<file path="config.mk">
export PLATFORM = sky130hd
export DESIGN_NAME = lidar_frame_receiver_crc16_top
export DESIGN_NICKNAME = d
export VERILOG_FILES = /design/src/rtl/lfr_pkg.sv /design/src/rtl/lidar_frame_receiver_crc16_top.sv /design/src/rtl/lfr_front.sv /design/src/rtl/lfr_fifo.sv /design/src/rtl/lfr_back.sv
export SDC_FILE = /design/constraint.sdc
export NUM_CORES = 1
export LEC_CHECK = 0
export BUFFER_PORTS_ARGS = -buffer_cell sky130_fd_sc_hd__clkbuf_2
export CORE_UTILIZATION = 35
export CTS_CLUSTER_SIZE = 24
export DETAILED_ROUTE_END_ITERATION = 8
export HOLD_SLACK_MARGIN = 0.08
export PLACE_DENSITY_LB_ADDON = 0.12
export SYNTH_ARGS = -nofsm -noshare
export SYNTH_HDL_FRONTEND = slang
export SYNTH_SLANG_ARGS = --single-unit
</file>
<file path="constraint.sdc">
create_clock -name clk -period 4.6 [get_ports clk]
set_input_delay 0.23 -clock clk [delete_from_list [all_inputs] [get_ports clk]]
set_output_delay 0.23 -clock clk [all_outputs]
set_load 0.05 [all_outputs]
</file>
<file path="src/rtl/lfr_pkg.sv">
`timescale 1ns / 1ps
// Shared types, frame constants and the CRC-16/MODBUS byte update for the lidar frame receiver.
// Used by every module of the block; depends on nothing.
package lfr_pkg;

    localparam int FIFO_DEPTH = 4;
    localparam int FIFO_AW = $clog2(FIFO_DEPTH);
    localparam int FIFO_CW = $clog2(FIFO_DEPTH + 1);

    localparam logic [7:0] HDR_SYNC = 8'hA5;
    localparam logic [7:0] HDR_DEV = 8'h03;
    localparam logic [7:0] HDR_TYPE = 8'h20;
    localparam logic [7:0] HDR_ZERO = 8'h00;
    localparam logic [7:0] CMD_STREAM = 8'h01;
    localparam logic [7:0] MAX_LEN = 8'h0E;
    localparam logic [3:0] FULL_LEN = 4'hE;

    localparam logic [4:0] POS_SYNC = 5'd0;
    localparam logic [4:0] POS_DEV = 5'd1;
    localparam logic [4:0] POS_TYPE = 5'd2;
    localparam logic [4:0] POS_CMD = 5'd3;
    localparam logic [4:0] POS_PAD0 = 5'd4;
    localparam logic [4:0] POS_PAD1 = 5'd5;
    localparam logic [4:0] POS_LEN = 5'd6;
    localparam logic [4:0] POS_DATA = 5'd7;
    localparam logic [4:0] POS_DATA_LAST = 5'd20;
    localparam logic [4:0] POS_CRCH = 5'd21;
    localparam logic [4:0] POS_CRCL = 5'd22;
    localparam logic [4:0] LAST_OFS = 5'd8;

    localparam int DATA_BYTES = 14;

    localparam logic [15:0] CRC_INIT = 16'hFFFF;
    localparam logic [15:0] CRC_POLY = 16'hA001;

    localparam logic [1:0] STATUS_VALID = 2'd0;
    localparam logic [1:0] STATUS_BAD_CMD = 2'd1;
    localparam logic [1:0] STATUS_BAD_LEN = 2'd2;
    localparam logic [1:0] STATUS_BAD_CRC = 2'd3;

    typedef struct packed {
        logic [7:0] data;
        logic [4:0] pos;
        logic       last;
    } beat_t;

    typedef struct packed {
        logic [1:0]         frame_status;
        logic signed [15:0] primary_distance_mm;
        logic [15:0]        primary_correction;
        logic [15:0]        primary_intensity;
        logic signed [15:0] secondary_distance_mm;
        logic [15:0]        secondary_correction;
        logic [15:0]        secondary_intensity;
        logic [15:0]        sunlight_base;
    } result_t;

    function automatic logic [15:0] crc_byte(input logic [15:0] crc_in, input logic [7:0] b);
        logic [15:0] c;
        c = crc_in ^ {8'h00, b};
        for (int k = 0; k < 8; k++)
        begin
            if (c[0])
            begin
                c = (c >> 1) ^ CRC_POLY;
            end
            else
            begin
                c = c >> 1;
            end
        end
        return c;
    endfunction

endpackage

</file>
<file path="src/rtl/lidar_frame_receiver_crc16_top.sv">
`timescale 1ns / 1ps
// Lidar frame receiver: one serial byte per beat in, one status and data result per frame out.
// Throughput is one byte per cycle while full is low, set by the combinational CRC byte update in the back end.
// A frame's last byte enters the beat queue when it is accepted and reaches the result register once the
// beats ahead of it have left the queue, unless a result still waits.
// Reset returns the frame position to sync, loads the CRC with CRC_INIT, empties the queues and sets crc_en_reg to 1.
// Depends on lfr_pkg, lfr_front, lfr_fifo and lfr_back.
module lidar_frame_receiver_crc16_top (
    input  logic               clk,
    input  logic               rst_n,
    input  logic               push,
    output logic               full,
    input  logic [7:0]         rx_byte,
    output logic               empty,
    input  logic               pop,
    output logic [1:0]         frame_status,
    output logic signed [15:0] primary_distance_mm,
    output logic [15:0]        primary_correction,
    output logic [15:0]        primary_intensity,
    output logic signed [15:0] secondary_distance_mm,
    output logic [15:0]        secondary_correction,
    output logic [15:0]        secondary_intensity,
    output logic [15:0]        sunlight_base,
    input  logic               cfg_valid,
    output logic               cfg_ready,
    input  logic               cfg_data
);
    import lfr_pkg::*;

    logic    crc_en_reg;
    logic    f_push;
    beat_t   f_beat;
    logic    q_full;
    logic    q_empty;
    logic    q_pop;
    beat_t   q_beat;
    result_t result;

    assign cfg_ready = 1'b1;

    always_ff @(posedge clk or negedge rst_n)
    begin
        if (!rst_n)
        begin
            crc_en_reg <= 1'b1;
        end
        else if (cfg_valid && cfg_ready)
        begin
            crc_en_reg <= cfg_data;
        end
    end

    lfr_front u_front (
        .clk     (clk),
        .rst_n   (rst_n),
        .push    (push),
        .rx_byte (rx_byte),
        .full    (full),
        .q_full  (q_full),
        .q_push  (f_push),
        .q_beat  (f_beat)
    );

    lfr_fifo u_fifo (
        .clk     (clk),
        .rst_n   (rst_n),
        .wr_en   (f_push),
        .wr_beat (f_beat),
        .full    (q_full),
        .rd_en   (q_pop),
        .rd_beat (q_beat),
        .empty   (q_empty)
    );

    lfr_back u_back (
        .clk     (clk),
        .rst_n   (rst_n),
        .crc_en  (crc_en_reg),
        .q_empty (q_empty),
        .q_beat  (q_beat),
        .q_pop   (q_pop),
        .pop     (pop),
        .empty   (empty),
        .result  (result)
    );

    assign frame_status = result.frame_status;
    assign primary_distance_mm = result.primary_distance_mm;
    assign primary_correction = result.primary_correction;
    assign primary_intensity = result.primary_intensity;
    assign secondary_distance_mm = result.secondary_distance_mm;
    assign secondary_correction = result.secondary_correction;
    assign secondary_intensity = result.secondary_intensity;
    assign sunlight_base = result.sunlight_base;

endmodule

</file>
<file path="src/rtl/lfr_front.sv">
`timescale 1ns / 1ps
// Front end: tracks the frame position, checks the header and length bytes, and queues
// accepted bytes that pass the checks, tagged with their position. Depends on lfr_pkg.
module lfr_front (
    input  logic          clk,
    input  logic          rst_n,
    input  logic          push,
    input  logic [7:0]    rx_byte,
    output logic          full,
    input  logic          q_full,
    output logic          q_push,
    output lfr_pkg::beat_t q_beat
);
    import lfr_pkg::*;

    logic [4:0] pos_reg;
    logic [4:0] pos_next;
    logic [3:0] len_reg;
    logic [3:0] len_next;
    logic       accept;
    logic       bad;
    logic       last;

    assign full = q_full;
    assign accept = push && !q_full;

    always_comb
    begin
        case (pos_reg)
            POS_SYNC: bad = (rx_byte != HDR_SYNC);
            POS_DEV: bad = (rx_byte != HDR_DEV);
            POS_TYPE: bad = (rx_byte != HDR_TYPE);
            POS_PAD0, POS_PAD1: bad = (rx_byte != HDR_ZERO);
            POS_LEN: bad = (rx_byte > MAX_LEN);
            default: bad = 1'b0;
        endcase
    end

    assign last = (pos_reg >= POS_DATA) && (pos_reg == ({1'b0, len_reg} + LAST_OFS));

    always_comb
    begin
        pos_next = pos_reg;
        len_next = len_reg;
        if (accept)
        begin
            if (bad || last)
            begin
                pos_next = POS_SYNC;
            end
            else
            begin
                pos_next = pos_reg + 5'd1;
            end
            if (!bad && pos_reg == POS_LEN)
            begin
                len_next = rx_byte[3:0];
            end
        end
    end

    assign q_push = accept && !bad;
    assign q_beat = '{data: rx_byte, pos: pos_reg, last: last};

    always_ff @(posedge clk or negedge rst_n)
    begin
        if (!rst_n)
        begin
            pos_reg <= POS_SYNC;
            len_reg <= 4'd0;
        end
        else
        begin
            pos_reg <= pos_next;
            len_reg <= len_next;
        end
    end

endmodule

</file>
<file path="src/rtl/lfr_fifo.sv">
`timescale 1ns / 1ps
// Short queue of classified byte beats between the front end and the back end.
// Depends on lfr_pkg for the beat type and depth.
module lfr_fifo (
    input  logic           clk,
    input  logic           rst_n,
    input  logic           wr_en,
    input  lfr_pkg::beat_t wr_beat,
    output logic           full,
    input  logic           rd_en,
    output lfr_pkg::beat_t rd_beat,
    output logic           empty
);
    import lfr_pkg::*;

    beat_t                 slot_reg [FIFO_DEPTH];
    logic [FIFO_AW-1:0]    wr_ptr_reg;
    logic [FIFO_AW-1:0]    rd_ptr_reg;
    logic [FIFO_CW-1:0]    count_reg;
    logic [FIFO_CW-1:0]    count_next;
    logic                  do_wr;
    logic                  do_rd;

    assign full = (count_reg == FIFO_CW'(FIFO_DEPTH));
    assign empty = (count_reg == '0);
    assign do_wr = wr_en && !full;
    assign do_rd = rd_en && !empty;
    assign rd_beat = slot_reg[rd_ptr_reg];

    always_comb
    begin
        count_next = count_reg;
        if (do_wr && !do_rd)
        begin
            count_next = count_reg + 1'b1;
        end
        else if (do_rd && !do_wr)
        begin
            count_next = count_reg - 1'b1;
        end
    end

    always_ff @(posedge clk)
    begin
        if (do_wr)
        begin
            slot_reg[wr_ptr_reg] <= wr_beat;
        end
    end

    always_ff @(posedge clk or negedge rst_n)
    begin
        if (!rst_n)
        begin
            wr_ptr_reg <= '0;
            rd_ptr_reg <= '0;
            count_reg <= '0;
        end
        else
        begin
            count_reg <= count_next;
            if (do_wr)
            begin
                wr_ptr_reg <= wr_ptr_reg + 1'b1;
            end
            if (do_rd)
            begin
                rd_ptr_reg <= rd_ptr_reg + 1'b1;
            end
        end
    end

endmodule

</file>
<file path="src/rtl/lfr_back.sv">
`timescale 1ns / 1ps
// Back end: runs the CRC over queued beats, keeps the frame bytes, and on the last beat
// builds the status and data fields into the result register. Depends on lfr_pkg.
module lfr_back (
    input  logic             clk,
    input  logic             rst_n,
    input  logic             crc_en,
    input  logic             q_empty,
    input  lfr_pkg::beat_t   q_beat,
    output logic             q_pop,
    input  logic             pop,
    output logic             empty,
    output lfr_pkg::result_t result
);
    import lfr_pkg::*;

    logic [15:0] crc_reg;
    logic [15:0] crc_next;
    logic [15:0] crc_base;
    logic [7:0]  cmd_reg;
    logic [7:0]  crch_reg;
    logic [7:0]  data_reg [DATA_BYTES];
    logic [4:0]  data_ofs;
    logic        out_valid_reg;
    logic        out_valid_next;
    logic        fire;
    logic [1:0]  status;
    result_t     result_reg;
    result_t     result_next;

    assign fire = !q_empty && (!q_beat.last || !out_valid_reg || pop);
    assign q_pop = fire;
    assign empty = !out_valid_reg;
    assign result = result_reg;
    assign data_ofs = q_beat.pos - POS_DATA;

    assign crc_base = (q_beat.pos == POS_SYNC) ? CRC_INIT : crc_reg;

    always_comb
    begin
        crc_next = crc_reg;
        if (fire && q_beat.pos < POS_CRCH)
        begin
            crc_next = crc_byte(crc_base, q_beat.data);
        end
    end

    always_comb
    begin
        if (cmd_reg != CMD_STREAM)
        begin
            status = STATUS_BAD_CMD;
        end
        else if (q_beat.pos != POS_CRCL)
        begin
            status = STATUS_BAD_LEN;
        end
        else if (crc_en && crc_reg != {crch_reg, q_beat.data})
        begin
            status = STATUS_BAD_CRC;
        end
        else
        begin
            status = STATUS_VALID;
        end
    end

    always_comb
    begin
        result_next = '0;
        result_next.frame_status = status;
        if (status == STATUS_VALID)
        begin
            result_next.secondary_distance_mm = {data_reg[1], data_reg[0]};
            result_next.secondary_correction = {data_reg[3], data_reg[2]};
            result_next.secondary_intensity = {data_reg[5], data_reg[4]};
            result_next.primary_distance_mm = {data_reg[7], data_reg[6]};
            result_next.primary_correction = {data_reg[9], data_reg[8]};
            result_next.primary_intensity = {data_reg[11], data_reg[10]};
            result_next.sunlight_base = {data_reg[13], data_reg[12]};
        end
    end

    always_comb
    begin
        out_valid_next = out_valid_reg;
        if (fire && q_beat.last)
        begin
            out_valid_next = 1'b1;
        end
        else if (pop && out_valid_reg)
        begin
            out_valid_next = 1'b0;
        end
    end

    always_ff @(posedge clk)
    begin
        if (fire)
        begin
            if (q_beat.pos == POS_CMD)
            begin
                cmd_reg <= q_beat.data;
            end
            if (q_beat.pos == POS_CRCH)
            begin
                crch_reg <= q_beat.data;
            end
            if (q_beat.pos >= POS_DATA && q_beat.pos <= POS_DATA_LAST)
            begin
                data_reg[data_ofs[3:0]] <= q_beat.data;
            end
            if (q_beat.last)
            begin
                result_reg <= result_next;
            end
        end
    end

    always_ff @(posedge clk or negedge rst_n)
    begin
        if (!rst_n)
        begin
            crc_reg <= CRC_INIT;
            out_valid_reg <= 1'b0;
        end
        else
        begin
            crc_reg <= crc_next;
            out_valid_reg <= out_valid_next;
        end
    end

endmodule

</file>
[Word-level counts from Yosys, hierarchy flattened]
Memories as Yosys holds them, arrays and structs flattened. A register that Yosys moved wholly into a read port is not among the register bits.
Cells that the tools add are included.
Operators by class
  add/sub/neg operators: 7
  $lt $le $gt $ge: 5
  eq/ne operators: 15
  multiplexer cells: 30
  bitwise gates (word level): 9
  reduce and logical (&&, ||, !) cells: 50
Operators with widths (number)
  $mux W16: 16
  $not A2 Y3: 8
  $logic_not A1 Y1: 21
  $ne A16 B16 Y1: 1
  $xor A16 B8 Y16: 1
  $eq A5 B3 Y1 const B: 3
  $logic_and A1 B1 Y1: 14
  $eq A5 B2 Y1 const B: 2
  $ge A5 B3 Y1 const B: 2
  $logic_not A5 Y1: 2
  $gt A8 B4 Y1 const B: 1
  $ne A8 B1 Y1 const B: 1
  $ne A8 B2 Y1 const B: 1
  $ne A8 B6 Y1 const B: 1
  $ne A8 B8 Y1 const B: 1
  $reduce_and A2 Y1: 4
  $reduce_bool A8 Y1: 1
  $mux W1: 7
  $mux W2: 3
  $mux W3: 2
  $add A4 B4 Y5 const B: 1
  $add A5 B1 Y5 const B: 1
  $eq A5 B1 Y1 const B: 1
  $eq A5 B5 Y1: 1
  other kinds (16): 20
Storage, ports and cells
  bits in registers: 52
  RAM bits: 168
  input port bits: 14
  output and inout bits: 117
  logic and storage cells: 129
  memories kept: 2
Memory list
  u_back.data_reg: words 14, width 8, read ports 14, clocked after memory_dff 14, write ports 1, RTL line lfr_back.sv:22  | logic [7:0] data_reg [DATA_BYTES];
  u_fifo.slot_reg: words 4, width 14, read ports 1, clocked after memory_dff 0, write ports 1, RTL line lfr_fifo.sv:16  | beat_t slot_reg [FIFO_DEPTH];

[Longest topological paths before layout]
Gate-level depths: netlist of the first run.
An unclocked memory read counts as a cell.
  depth in word-level cells: 27
  mapped depth: 14
  gate-level depth less buffers: 13

[Hierarchy]
Synthesis of the first run repeated with hierarchy kept, for this count alone.
Second synthesis, totals
  cells, all modules: 736
  area, all modules: 12763.5 um2
By module, submodules not included
  lfr_back: instances 1, cells an instance 538, area an instance 9477.8 um2, seq. area each 7712.4 um2
  lfr_fifo: instances 1, cells an instance 109, area an instance 2462.4 um2, seq. area each 1856.8 um2
  lfr_front: instances 1, cells an instance 85, area an instance 770.7 um2, seq. area each 225.2 um2
  lidar_frame_receiver_crc16_top: instances 1, cells an instance 4, area an instance 52.6 um2, seq. area each 26.3 um2

[Worst setup path after synthesis of the first run]
OpenSTA, ideal clock, no wires.
  kind: register to register
  start: register u_fifo.rd_ptr_reg[0]
  end: register, netlist name u_back.result[0]
  setup time: 0.487 ns
  arrival time: 4.212 ns
  data required time: 4.113 ns
  path slack: -0.099 ns
  cell stages (with the launch flop): 6
  buffers on the path: 2
  period minus slack after synthesis: 4.699 ns
  cell sequence: dfrtp_1 > buf_4 > buf_6 > mux4_2 > a21oi_1 > and2_1
Between the ends
  cells in the longest elaborated chain, start to end: 8
  elaborated cells on any way between the ends: 14
  classes of those cells: eq/ne: 2; mux: 3; reduce/logical: 8; memory: 1
Ends and longest elaborated chain
  start, declared: RTL line lfr_fifo.sv:18  | logic [FIFO_AW-1:0] rd_ptr_reg;
  start signal, assigned: RTL line lfr_fifo.sv:68  | rd_ptr_reg <= rd_ptr_reg + 1'b1;
  $mem_v2 Z4 W14 (*)
  $ne A16 B16 Y1: RTL line lfr_back.sv:58  | else if (crc_en && crc_reg != {crch_reg, q_beat.data})
  $logic_and A1 B1 Y1: RTL line lfr_back.sv:58
  $mux W2: RTL line lfr_back.sv:58
  $mux W2: RTL line lfr_back.sv:54  | else if (q_beat.pos != POS_CRCL)
  $mux W2: RTL line lfr_back.sv:50  | if (cmd_reg != CMD_STREAM)
  $logic_not A2 Y1: RTL line lfr_back.sv:72  | if (status == STATUS_VALID)
  $logic_not A1 Y1 (no line)
Mark *: on every way between the ends. The rest lies on a longest branch, timed or not.
A chain may end at the register's enable or synchronous reset.

[Worst setup path after layout of the first run]
  start: register u_front.pos_reg[1]
  end: register u_fifo.count_reg[2]
Between the ends
  cells in the longest elaborated chain, start to end: 9
  elaborated cells on any way between the ends: 16
  classes of those cells: eq/ne: 5; mux: 2; reduce/logical: 9
Ends and longest elaborated chain
  start, declared: RTL line lfr_front.sv:16  | logic [4:0] pos_reg;
  start signal, assigned: RTL line lfr_front.sv:74  | pos_reg <= pos_next;
  $eq A5 B3 Y1: RTL line lfr_front.sv:29  | case (pos_reg)
  $reduce_or A2 Y1: RTL line lfr_front.sv:29
  $pmux W1 S5 (*): RTL line lfr_front.sv:29
  $logic_not A1 Y1 (*): RTL line lfr_front.sv:62  | assign q_push = accept && !bad;
  $logic_and A1 B1 Y1 (*): RTL line lfr_front.sv:62
  $logic_and A1 B1 Y1 (*): RTL line lfr_fifo.sv:26  | assign do_wr = wr_en && !full;
  net u_fifo.do_wr: RTL line lfr_fifo.sv:21  | logic do_wr;
  $logic_not A1 Y1: RTL line lfr_fifo.sv:37  | else if (do_rd && !do_wr)
  $logic_and A1 B1 Y1: RTL line lfr_fifo.sv:37
  $reduce_bool A2 Y1 (no line)
  end signal, assigned: RTL line lfr_fifo.sv:61  | count_reg <= count_next;
  end, declared: RTL line lfr_fifo.sv:19  | logic [FIFO_CW-1:0] count_reg;
The timed path passes the listed nets; every way through them passes the cells marked *.

==> metrics.txt, run 1 <==
# TYPE chip_impl_metric gauge
chip_impl_metric{name="design.core.area",unit="sq um"} 35800
chip_impl_metric{name="slew_hr",unit=""} 0.277
chip_impl_metric{name="critical_path.max_stage_delay",unit="ns"} 0.60
chip_impl_metric{name="placementRows",unit=""} 69
chip_impl_metric{name="largest_register_ff_count",unit=""} 114
chip_impl_metric{name="routed_wl",unit="um"} 28100
chip_impl_metric{name="placer_congestion",unit=""} 0.731
chip_impl_metric{name="syn-instance-count",unit=""} 746
chip_impl_metric{name="tritoncts_num_sinks",unit=""} 332
chip_impl_metric{name="routed_wire_length_per_instance",unit="um"} 20.3
chip_impl_metric{name="synth_enable_flop_cells",unit=""} 298
chip_impl_metric{name="grt_start_max_net_pins",unit=""} 59
chip_impl_metric{name="clk_pin_slew",unit="ns"} 0.06
chip_impl_metric{name="vias",unit=""} 6605
chip_impl_info{name="primary_flip_flop_cell_chosen_by_synthesis_mapping",value="sky130_fd_sc_hd__edfxtp_1"} 1
chip_impl_metric{name="antenna_found_initial",unit=""} 1
chip_impl_metric{name="worst-path-buf-inv",unit=""} 2
chip_impl_metric{name="portBuffers",unit=""} 129
chip_impl_info{name="min-delay-start",value="pop"} 1
chip_impl_metric{name="period_minus_slack",unit="ns"} 3.81
chip_impl_metric{name="grt_util_all_layers",unit=""} 0.151
chip_impl_metric{name="layout-area-overhead-vs-synth",unit="%"} 18.4
chip_impl_info{name="timing.critical_path.to_type",value="flop"} 1
chip_impl_metric{name="worstPathArrival",unit="ns"} 4.24
chip_impl_info{name="setup.worst_path.start_class",value="flop"} 1
chip_impl_metric{name="worst-endpoint-required",unit="ns"} 5.04
chip_impl_info{name="timing_worst_setup_path_type",value="flop to flop"} 1
chip_impl_metric{name="first_pass_iters",unit=""} 4
chip_impl_info{name="crit_path_cell_trace",value="inv_1 -> ha_1 -> nor4b_2 -> a21oi_1 -> o32a_1 -> o31a_1 -> nor4_4 -> ha_1 -> inv_1 -> fa_1 -> xor2_1 -> nor2_1 -> xor2_1"} 1
chip_impl_metric{name="dp_hpwl",unit="um"} 16900
chip_impl_metric{name="die_w",unit="um"} 194
chip_impl_metric{name="place_ws",unit="ns"} 0.794
chip_impl_info{name="worstSetupStartpoint",value="u_front.pos_reg[1]"} 1
chip_impl_metric{name="fp.dieArea",unit="sq um"} 37500
chip_impl_metric{name="first_global_vias",unit=""} 6791
chip_impl_info{name="slowest_cell_on_crit_path",value="sky130_fd_sc_hd__nor4_4"} 1
chip_impl_metric{name="yosys_warnings",unit=""} 0
chip_impl_metric{name="ctsHtreeMaxLevel",unit=""} 2
chip_impl_metric{name="clockBufferDepth",unit=""} 3
chip_impl_metric{name="syn-cell-area",unit="sq um"} 12900
chip_impl_metric{name="synth_seq_area_share",unit=""} 0.763
chip_impl_metric{name="cts_inserted_buffers",unit=""} 37
chip_impl_metric{name="grt-ovfl-total",unit=""} 0
chip_impl_metric{name="worst_skew_pair.late_latency",unit="ns"} 0.52
chip_impl_metric{name="setup_violations",unit=""} 0
chip_impl_info{name="clock_tree.root_cell",value="sky130_fd_sc_hd__clkbuf_16"} 1
chip_impl_metric{name="final-max-slew-violation-count",unit=""} 0
chip_impl_info{name="clock_tree_from_tritoncts",value="yes"} 1
chip_impl_metric{name="tns",unit="ns"} 0
chip_impl_metric{name="syn_area_per_cell",unit="sq um"} 17.2
chip_impl_info{name="rsz0062_at_grt",value="no"} 1
chip_impl_metric{name="finalNetCount",unit=""} 926
chip_impl_metric{name="route.detailed.vias_per_inst",unit=""} 4.76
chip_impl_metric{name="achievable-frequency",unit="MHz"} 263
chip_impl_metric{name="grt_first_pass_wirelength",unit="um"} 42900
chip_impl_info{name="status",value="finished, final reports clean"} 1
chip_impl_metric{name="count_of_maximum_capacitance_violations",unit=""} 0
chip_impl_metric{name="hold_viol",unit=""} 0
chip_impl_metric{name="clock-skew-final",unit="ns"} 0.0152
chip_impl_metric{name="crit_fanout",unit=""} 10
chip_impl_metric{name="synth_nets",unit=""} 770
chip_impl_info{name="critical_path.reg2reg.startpoint",value="u_front.pos_reg[1]"} 1
chip_impl_metric{name="fin_ws",unit="ns"} 0.794
chip_impl_metric{name="layout-drive-gt1-share",unit=""} 0.263
chip_impl_metric{name="final.period_utilization",unit=""} 0.827
chip_impl_metric{name="ant_nets",unit=""} 0
chip_impl_metric{name="synth_async_sr_flop_share",unit=""} 0.102
chip_impl_metric{name="post-route-drc-count",unit=""} 0
chip_impl_metric{name="num_antenna_cells",unit=""} 0
chip_impl_info{name="critical-path-top-delay-family",value="adder cells"} 1
chip_impl_metric{name="max_slew.worst_pin.slew",unit="ns"} 1.08
chip_impl_metric{name="synth.distinct_cells",unit=""} 61
chip_impl_metric{name="postSynthRegisterBits",unit=""} 332
chip_impl_metric{name="initialDrtViolationCount",unit=""} 416
chip_impl_metric{name="die-height",unit="um"} 194
chip_impl_info{name="hold_path.class",value="input port to flop"} 1
chip_impl_metric{name="top_level_i_o_count",unit=""} 131
chip_impl_metric{name="initial_core_util",unit=""} 0.359
-- stage by stage --
stage          instance area (sq um)   util  hold slack, ns  std cells
6_report                       15200  0.425           0.195       1387
5_1_grt                        15200  0.425           0.207       1387
4_1_cts                        15200  0.425           0.174       1387
3_5_place_dp                   14100  0.392           0.455       1313
3_3_place_gp                   14100  0.392           0.439       1313
2_1_floorplan                  12900      -         -0.0656        746
-- cell usage in the layout (no fill, tap or decap), types with 2 or more instances in the layout --
cell type                       instances
sky130_fd_sc_hd__a21boi_0               2
sky130_fd_sc_hd__a21o_1                 2
sky130_fd_sc_hd__a21oi_1                8
sky130_fd_sc_hd__and2_1                60
sky130_fd_sc_hd__and4_1                56
sky130_fd_sc_hd__buf_4                 17
sky130_fd_sc_hd__clkbuf_1              10
sky130_fd_sc_hd__clkbuf_16             37
sky130_fd_sc_hd__clkbuf_2             129
sky130_fd_sc_hd__clkinv_1               5
sky130_fd_sc_hd__clkinv_2               5
sky130_fd_sc_hd__clkinvlp_4             3
sky130_fd_sc_hd__dfrtp_1               17
sky130_fd_sc_hd__dfstp_2               17
sky130_fd_sc_hd__dlygate4sd3_1         11
sky130_fd_sc_hd__edfxtp_1             298
sky130_fd_sc_hd__ha_1                   9
sky130_fd_sc_hd__inv_1                 12
sky130_fd_sc_hd__inv_6                  2
sky130_fd_sc_hd__mux2_1                 4
sky130_fd_sc_hd__mux2_2                 4
sky130_fd_sc_hd__mux4_2                14
sky130_fd_sc_hd__nand2_1               27
sky130_fd_sc_hd__nand2b_1               3
sky130_fd_sc_hd__nand3_1                4
sky130_fd_sc_hd__nand4_1                3
sky130_fd_sc_hd__nor2_1                42
sky130_fd_sc_hd__nor2b_1                2
sky130_fd_sc_hd__nor3_1                 5
sky130_fd_sc_hd__nor4_1                 4
sky130_fd_sc_hd__nor4_4                 2
sky130_fd_sc_hd__o21ai_0                2
sky130_fd_sc_hd__o21ai_1               16
sky130_fd_sc_hd__o31ai_1                2
sky130_fd_sc_hd__or3_1                  2
sky130_fd_sc_hd__or4_1                  2
sky130_fd_sc_hd__xnor2_1               39
sky130_fd_sc_hd__xor2_1                17
-- final timing paths --
path,endpoint,slack [ns],cells after the start
setup reg to reg,u_fifo.count_reg[2],0.79,13
hold / removal,u_back.out_valid_reg,0.20,3
hold reg to reg,u_back.crc_reg[8],0.48,2
setup / recovery,u_fifo.count_reg[2],0.79,13
min in group asynchronous,u_fifo.count_reg[1],0.41,2
max in group asynchronous,u_front.pos_reg[0],3.59,2
-- cell families (layout without fill, tap and decap cells) --
group | Yosys count | in the layout | synth area share
AO/OA/AOI/OAI | 42 | 42 | 0.0205
XOR/XNOR | 59 | 59 | 0.0431
adder cells (fa/ha/maj) | 10 | 10 | 0.0103
buffers and inverters | 54 | 234 | 0.0195
flip-flops | 332 | 332 | 0.763
multiplexers | 23 | 23 | 0.0323
other | 1 | 1 | 0.000291
AND/OR/NAND/NOR | 225 | 225 | 0.111
-- final cells by class --
class / instances / area (sq um)
repair buffers: 158 / 903
fillers: 3200 / 20600
flip-flops and latches: 332 / 9820
clock buffers: 47 / 963
clock inverters: 16 / 104
multi-input cells: 360 / 2820
inverters: 13 / 48.8
well taps: 461 / 577
-- synthesized netlist by cell type (8+ instances only) --
cell	instances	area, sq um
sky130_fd_sc_hd__and2_1	61	382
sky130_fd_sc_hd__clkbuf_1	22	82.6
sky130_fd_sc_hd__nand2_1	27	101
sky130_fd_sc_hd__buf_2	9	45.0
sky130_fd_sc_hd__and4_1	56	490
sky130_fd_sc_hd__xor2_1	17	149
sky130_fd_sc_hd__o21ai_1	17	85.1
sky130_fd_sc_hd__buf_4	8	60.1
sky130_fd_sc_hd__ha_1	9	113
sky130_fd_sc_hd__inv_1	12	45.0
sky130_fd_sc_hd__mux4_2	14	315
sky130_fd_sc_hd__xnor2_1	39	342
sky130_fd_sc_hd__nor2_1	43	161
sky130_fd_sc_hd__dfrtp_1	17	425
sky130_fd_sc_hd__edfxtp_1	298	8950
sky130_fd_sc_hd__a21oi_1	8	40.0
sky130_fd_sc_hd__dfstp_2	17	447
-- layer usage --
metal / vias up / routed length [um] / GRT usage
met2: 157 / 13000 / 0.241
met1: 3295 / 13500 / 0.212
met5: - / 0 / 0
met3: 34 / 1240 / 0.0296
li1: 3119 / - / -
met4: 0 / 390 / 0.0335
-- worst register-to-register path: stages, from the launching register on --
cell and delay (ns):
sky130_fd_sc_hd__dfrtp_1 0.50, sky130_fd_sc_hd__inv_1 0.13, sky130_fd_sc_hd__ha_1 0.30, sky130_fd_sc_hd__nor4b_2 0.29, sky130_fd_sc_hd__a21oi_1 0.11, sky130_fd_sc_hd__o32a_1 0.17, sky130_fd_sc_hd__o31a_1 0.29, sky130_fd_sc_hd__nor4_4 0.60
sky130_fd_sc_hd__ha_1 0.35, sky130_fd_sc_hd__inv_1 0.08, sky130_fd_sc_hd__fa_1 0.43, sky130_fd_sc_hd__xor2_1 0.17, sky130_fd_sc_hd__nor2_1 0.13, sky130_fd_sc_hd__xor2_1 0.16
-- timing repair --
action / 4_1_cts / 5_1_grt
setup endpoints to repair: 0 / 0
hold buffers: 11 / 0
gates resized for setup: 0 / 0
setup buffers: 0 / 0
endpoints found under the hold margin: 51 / 0
Power of run 1 is not shown: default switching activity piles up to over one toggle a cycle in this logic, so the estimate is an artifact.
==> run 2: changes to the inputs <==
==> constraint.sdc (replaced) <==
create_clock -name clk -period 3.25 [get_ports clk]
set_input_delay 0.1625 -clock clk [delete_from_list [all_inputs] [get_ports clk]]
set_output_delay 0.1625 -clock clk [all_outputs]
set_load 0.05 [all_outputs]
==> metrics.txt, run 2 (synthesis results as in run 1) <==
# TYPE chip_impl_metric gauge
chip_impl_metric{name="final.period_utilization",unit=""} 0.943
chip_impl_info{name="timing.critical_path.to_type",value="flop"} 1
chip_impl_metric{name="grt-ovfl-total",unit=""} 0
chip_impl_metric{name="number_of_fill_cells_in_the_layout",unit=""} 3196
chip_impl_metric{name="comb_power_share",unit=""} 0.400
chip_impl_metric{name="design.core.area",unit="sq um"} 35800
chip_impl_info{name="regToRegEndpoint",value="u_fifo.count_reg[2]"} 1
chip_impl_metric{name="routed_wl",unit="um"} 28200
chip_impl_metric{name="num_antenna_cells",unit=""} 0
chip_impl_metric{name="clock-skew-final",unit="ns"} 0.0133
chip_impl_metric{name="route.detailed.vias_per_inst",unit=""} 4.78
chip_impl_metric{name="report.power.total",unit="W"} 0.0176
chip_impl_metric{name="switch_pwr",unit="W"} 0.00702
chip_impl_metric{name="static-leakage-power",unit="nW"} 5.80
chip_impl_metric{name="first_global_vias",unit=""} 6985
chip_impl_metric{name="dpl-instance-area",unit="sq um"} 14400
chip_impl_metric{name="initial_core_util",unit=""} 0.359
chip_impl_metric{name="cts_inserted_buffers",unit=""} 38
chip_impl_metric{name="max_slew.worst_pin.slew",unit="ns"} 0.554
chip_impl_metric{name="switching_share",unit=""} 0.400
chip_impl_metric{name="largest_register_ff_count",unit=""} 114
chip_impl_metric{name="routed_wire_length_per_instance",unit="um"} 19.8
chip_impl_metric{name="post_cts_buffers",unit=""} 0
chip_impl_metric{name="clk_pin_slew",unit="ns"} 0.05
chip_impl_metric{name="first_pass_iters",unit=""} 5
chip_impl_info{name="clock_tree.root_cell",value="sky130_fd_sc_hd__clkbuf_16"} 1
chip_impl_metric{name="ctsHtreeMaxLevel",unit=""} 2
chip_impl_metric{name="ff2ff_path_depth",unit=""} 11
chip_impl_metric{name="power.share.sequential",unit=""} 0.378
chip_impl_metric{name="grt_first_pass_wirelength",unit="um"} 43400
chip_impl_metric{name="achievable-frequency",unit="MHz"} 326
chip_impl_metric{name="p_per_area",unit="nW/um^2"} 1120
chip_impl_metric{name="portBuffers",unit=""} 129
chip_impl_info{name="most_used_cells_in_the_layout_excluding_fill_and_tap_cells",value="298 x sky130_fd_sc_hd__edfxtp_1, 129 x sky130_fd_sc_hd__clkbuf_2, 60 x sky130_fd_sc_hd__and2_1"} 1
chip_impl_metric{name="tns",unit="ns"} 0
chip_impl_metric{name="finalInstanceArea",unit="sq um"} 15600
chip_impl_info{name="hold_path.class",value="input port to asynchronous set/reset pin"} 1
chip_impl_metric{name="final-max-slew-violation-count",unit=""} 0
chip_impl_metric{name="worst-endpoint-required",unit="ns"} 3.69
chip_impl_metric{name="die-height",unit="um"} 194
chip_impl_metric{name="layout-drive-gt1-share",unit=""} 0.293
chip_impl_metric{name="fp.dieArea",unit="sq um"} 37500
chip_impl_info{name="setup.worst_path.start_class",value="input port"} 1
chip_impl_metric{name="hold_viol",unit=""} 0
chip_impl_metric{name="power.ir.vdd_worst",unit="mV"} 0.600
chip_impl_metric{name="placer_congestion",unit=""} 0.767
chip_impl_metric{name="ff2ff_setup_slack",unit="ns"} 0.25
chip_impl_metric{name="worst_skew_pair.late_latency",unit="ns"} 0.52
chip_impl_metric{name="die_w",unit="um"} 194
chip_impl_metric{name="crit_fanout",unit=""} 9
chip_impl_metric{name="period_minus_slack",unit="ns"} 3.07
chip_impl_metric{name="vias",unit=""} 6797
chip_impl_metric{name="antenna_found_initial",unit=""} 0
chip_impl_metric{name="layout-area-overhead-vs-synth",unit="%"} 21.6
chip_impl_metric{name="grt_start_max_net_pins",unit=""} 59
chip_impl_info{name="status",value="finished, final reports clean"} 1
chip_impl_metric{name="dp_hpwl",unit="um"} 17600
chip_impl_metric{name="placementRows",unit=""} 69
chip_impl_metric{name="grt_util_all_layers",unit=""} 0.153
chip_impl_metric{name="setup_violations",unit=""} 0
chip_impl_metric{name="finalNetCount",unit=""} 961
chip_impl_info{name="timing_worst_setup_path_type",value="input port to flop"} 1
chip_impl_info{name="critical_path.reg2reg.startpoint",value="u_front.pos_reg[4]"} 1
chip_impl_metric{name="worstPathArrival",unit="ns"} 3.50
chip_impl_metric{name="ant_nets",unit=""} 0
chip_impl_metric{name="count_of_maximum_capacitance_violations",unit=""} 0
chip_impl_metric{name="top_level_i_o_count",unit=""} 131
chip_impl_metric{name="tritoncts_num_sinks",unit=""} 332
chip_impl_info{name="leading_cell_type_in_the_layout_fill_and_taps_excluded",value="sky130_fd_sc_hd__edfxtp_1"} 1
chip_impl_metric{name="pwr-share-clk",unit=""} 0.222
chip_impl_metric{name="post-route-drc-count",unit=""} 0
chip_impl_metric{name="initialDrtViolationCount",unit=""} 438
chip_impl_info{name="clock_tree_from_tritoncts",value="yes"} 1
chip_impl_metric{name="p_int",unit="W"} 0.0105
chip_impl_metric{name="slew_hr",unit=""} 0.631
chip_impl_metric{name="clockBufferDepth",unit=""} 3
chip_impl_info{name="worstSetupStartpoint",value="rx_byte[2]"} 1
==> run 2: cell types whose count changed in the layout (fill, tap and decap cells not counted), sizes merged <==
cell / previous run / this run
bufinv: 0 / 1
buf: 18 / 51
clkbuf: 176 / 177
clkinvlp: 3 / 2
dlygate4sd3: 11 / 12
clkinv: 10 / 11
inv: 16 / 15
==> run 2: area by class of cell <==
type                    count  area, sq um  share of cell area
repair buffers            192         1220              0.0782
well taps                 461          577              0.0369
clock inverters            16          121             0.00776
flip-flops and latches    332         9820               0.628
clock buffers              48         1010              0.0646
multi-input cells         360         2840               0.181
inverters                  13         48.8             0.00312
==> run 2: worst max-delay path: stages <==
cell	delay [ns]
sky130_fd_sc_hd__dlygate4sd3_1	0.54
sky130_fd_sc_hd__clkbuf_2	0.17
sky130_fd_sc_hd__or4_1	0.56
sky130_fd_sc_hd__a2111oi_1	0.45
sky130_fd_sc_hd__nor3_1	0.15
sky130_fd_sc_hd__nor4_4	0.32
sky130_fd_sc_hd__ha_2	0.25
sky130_fd_sc_hd__inv_1	0.06
sky130_fd_sc_hd__fa_1	0.42
sky130_fd_sc_hd__xor2_1	0.17
sky130_fd_sc_hd__nor2_1	0.11
sky130_fd_sc_hd__xor2_1	0.14
==> run 2: how the worst max path moves through the flow <==
stage,end,slack [ns],cells after the start
floorplan,u_fifo.count_reg[2],0.01,13
global placement,u_fifo.count_reg[2],0.14,13
detailed placement,u_fifo.count_reg[2],0.11,13
CTS,u_fifo.count_reg[2],0.08,13
global route,u_fifo.count_reg[2],-0.01,12
finish,u_fifo.count_reg[2],0.18,12
==> run 2: power groups by stage <==
| stage | Combinational (W) | Clock (W) | Sequential, W |
|---|---|---|---|
| floorplan | 0.00292 | 0 | 0.00887 |
| global placement | 0.00709 | 0 | 0.00675 |
| detailed placement | 0.00711 | 0 | 0.00675 |
| CTS | 0.00714 | 0.00402 | 0.00667 |
| global route | 0.00750 | 0.00420 | 0.00675 |
| finish | 0.00702 | 0.00391 | 0.00664 |
==> run 2: metal layers <==
metal | track usage | vias up | share of wire
met2 | 0.249 | 203 | 0.47
met4 | 0.0394 | 0 | 0.017
met5 | 0 | - | 0
li1 | - | 3196 | -
met3 | 0.0294 | 45 | 0.050
met1 | 0.210 | 3353 | 0.46
==> run 2: metrics by stage <==
| stage | hold WS (ns) | instances | utilization | setup slack (ns) |
|---|---|---|---|---|
| 2_1_floorplan | -0.133 | 746 | - | 0.0143 |
| 3_3_place_gp | 0.159 | 1346 | 0.401 | 0.142 |
| 3_5_place_dp | 0.170 | 1346 | 0.401 | 0.106 |
| 4_1_cts | 0.164 | 1422 | 0.436 | 0.0769 |
| 5_1_grt | 0.192 | 1422 | 0.436 | -0.0127 |
| 6_report | 0.140 | 1422 | 0.436 | 0.185 |
==> run 2: repair_timing <==
action,in CTS,in global routing
setup endpoints to repair,0,2
endpoints found under the hold margin,53,0
hold buffers,12,0
gates resized for setup,0,5
(Power assumes the default switching activity.)
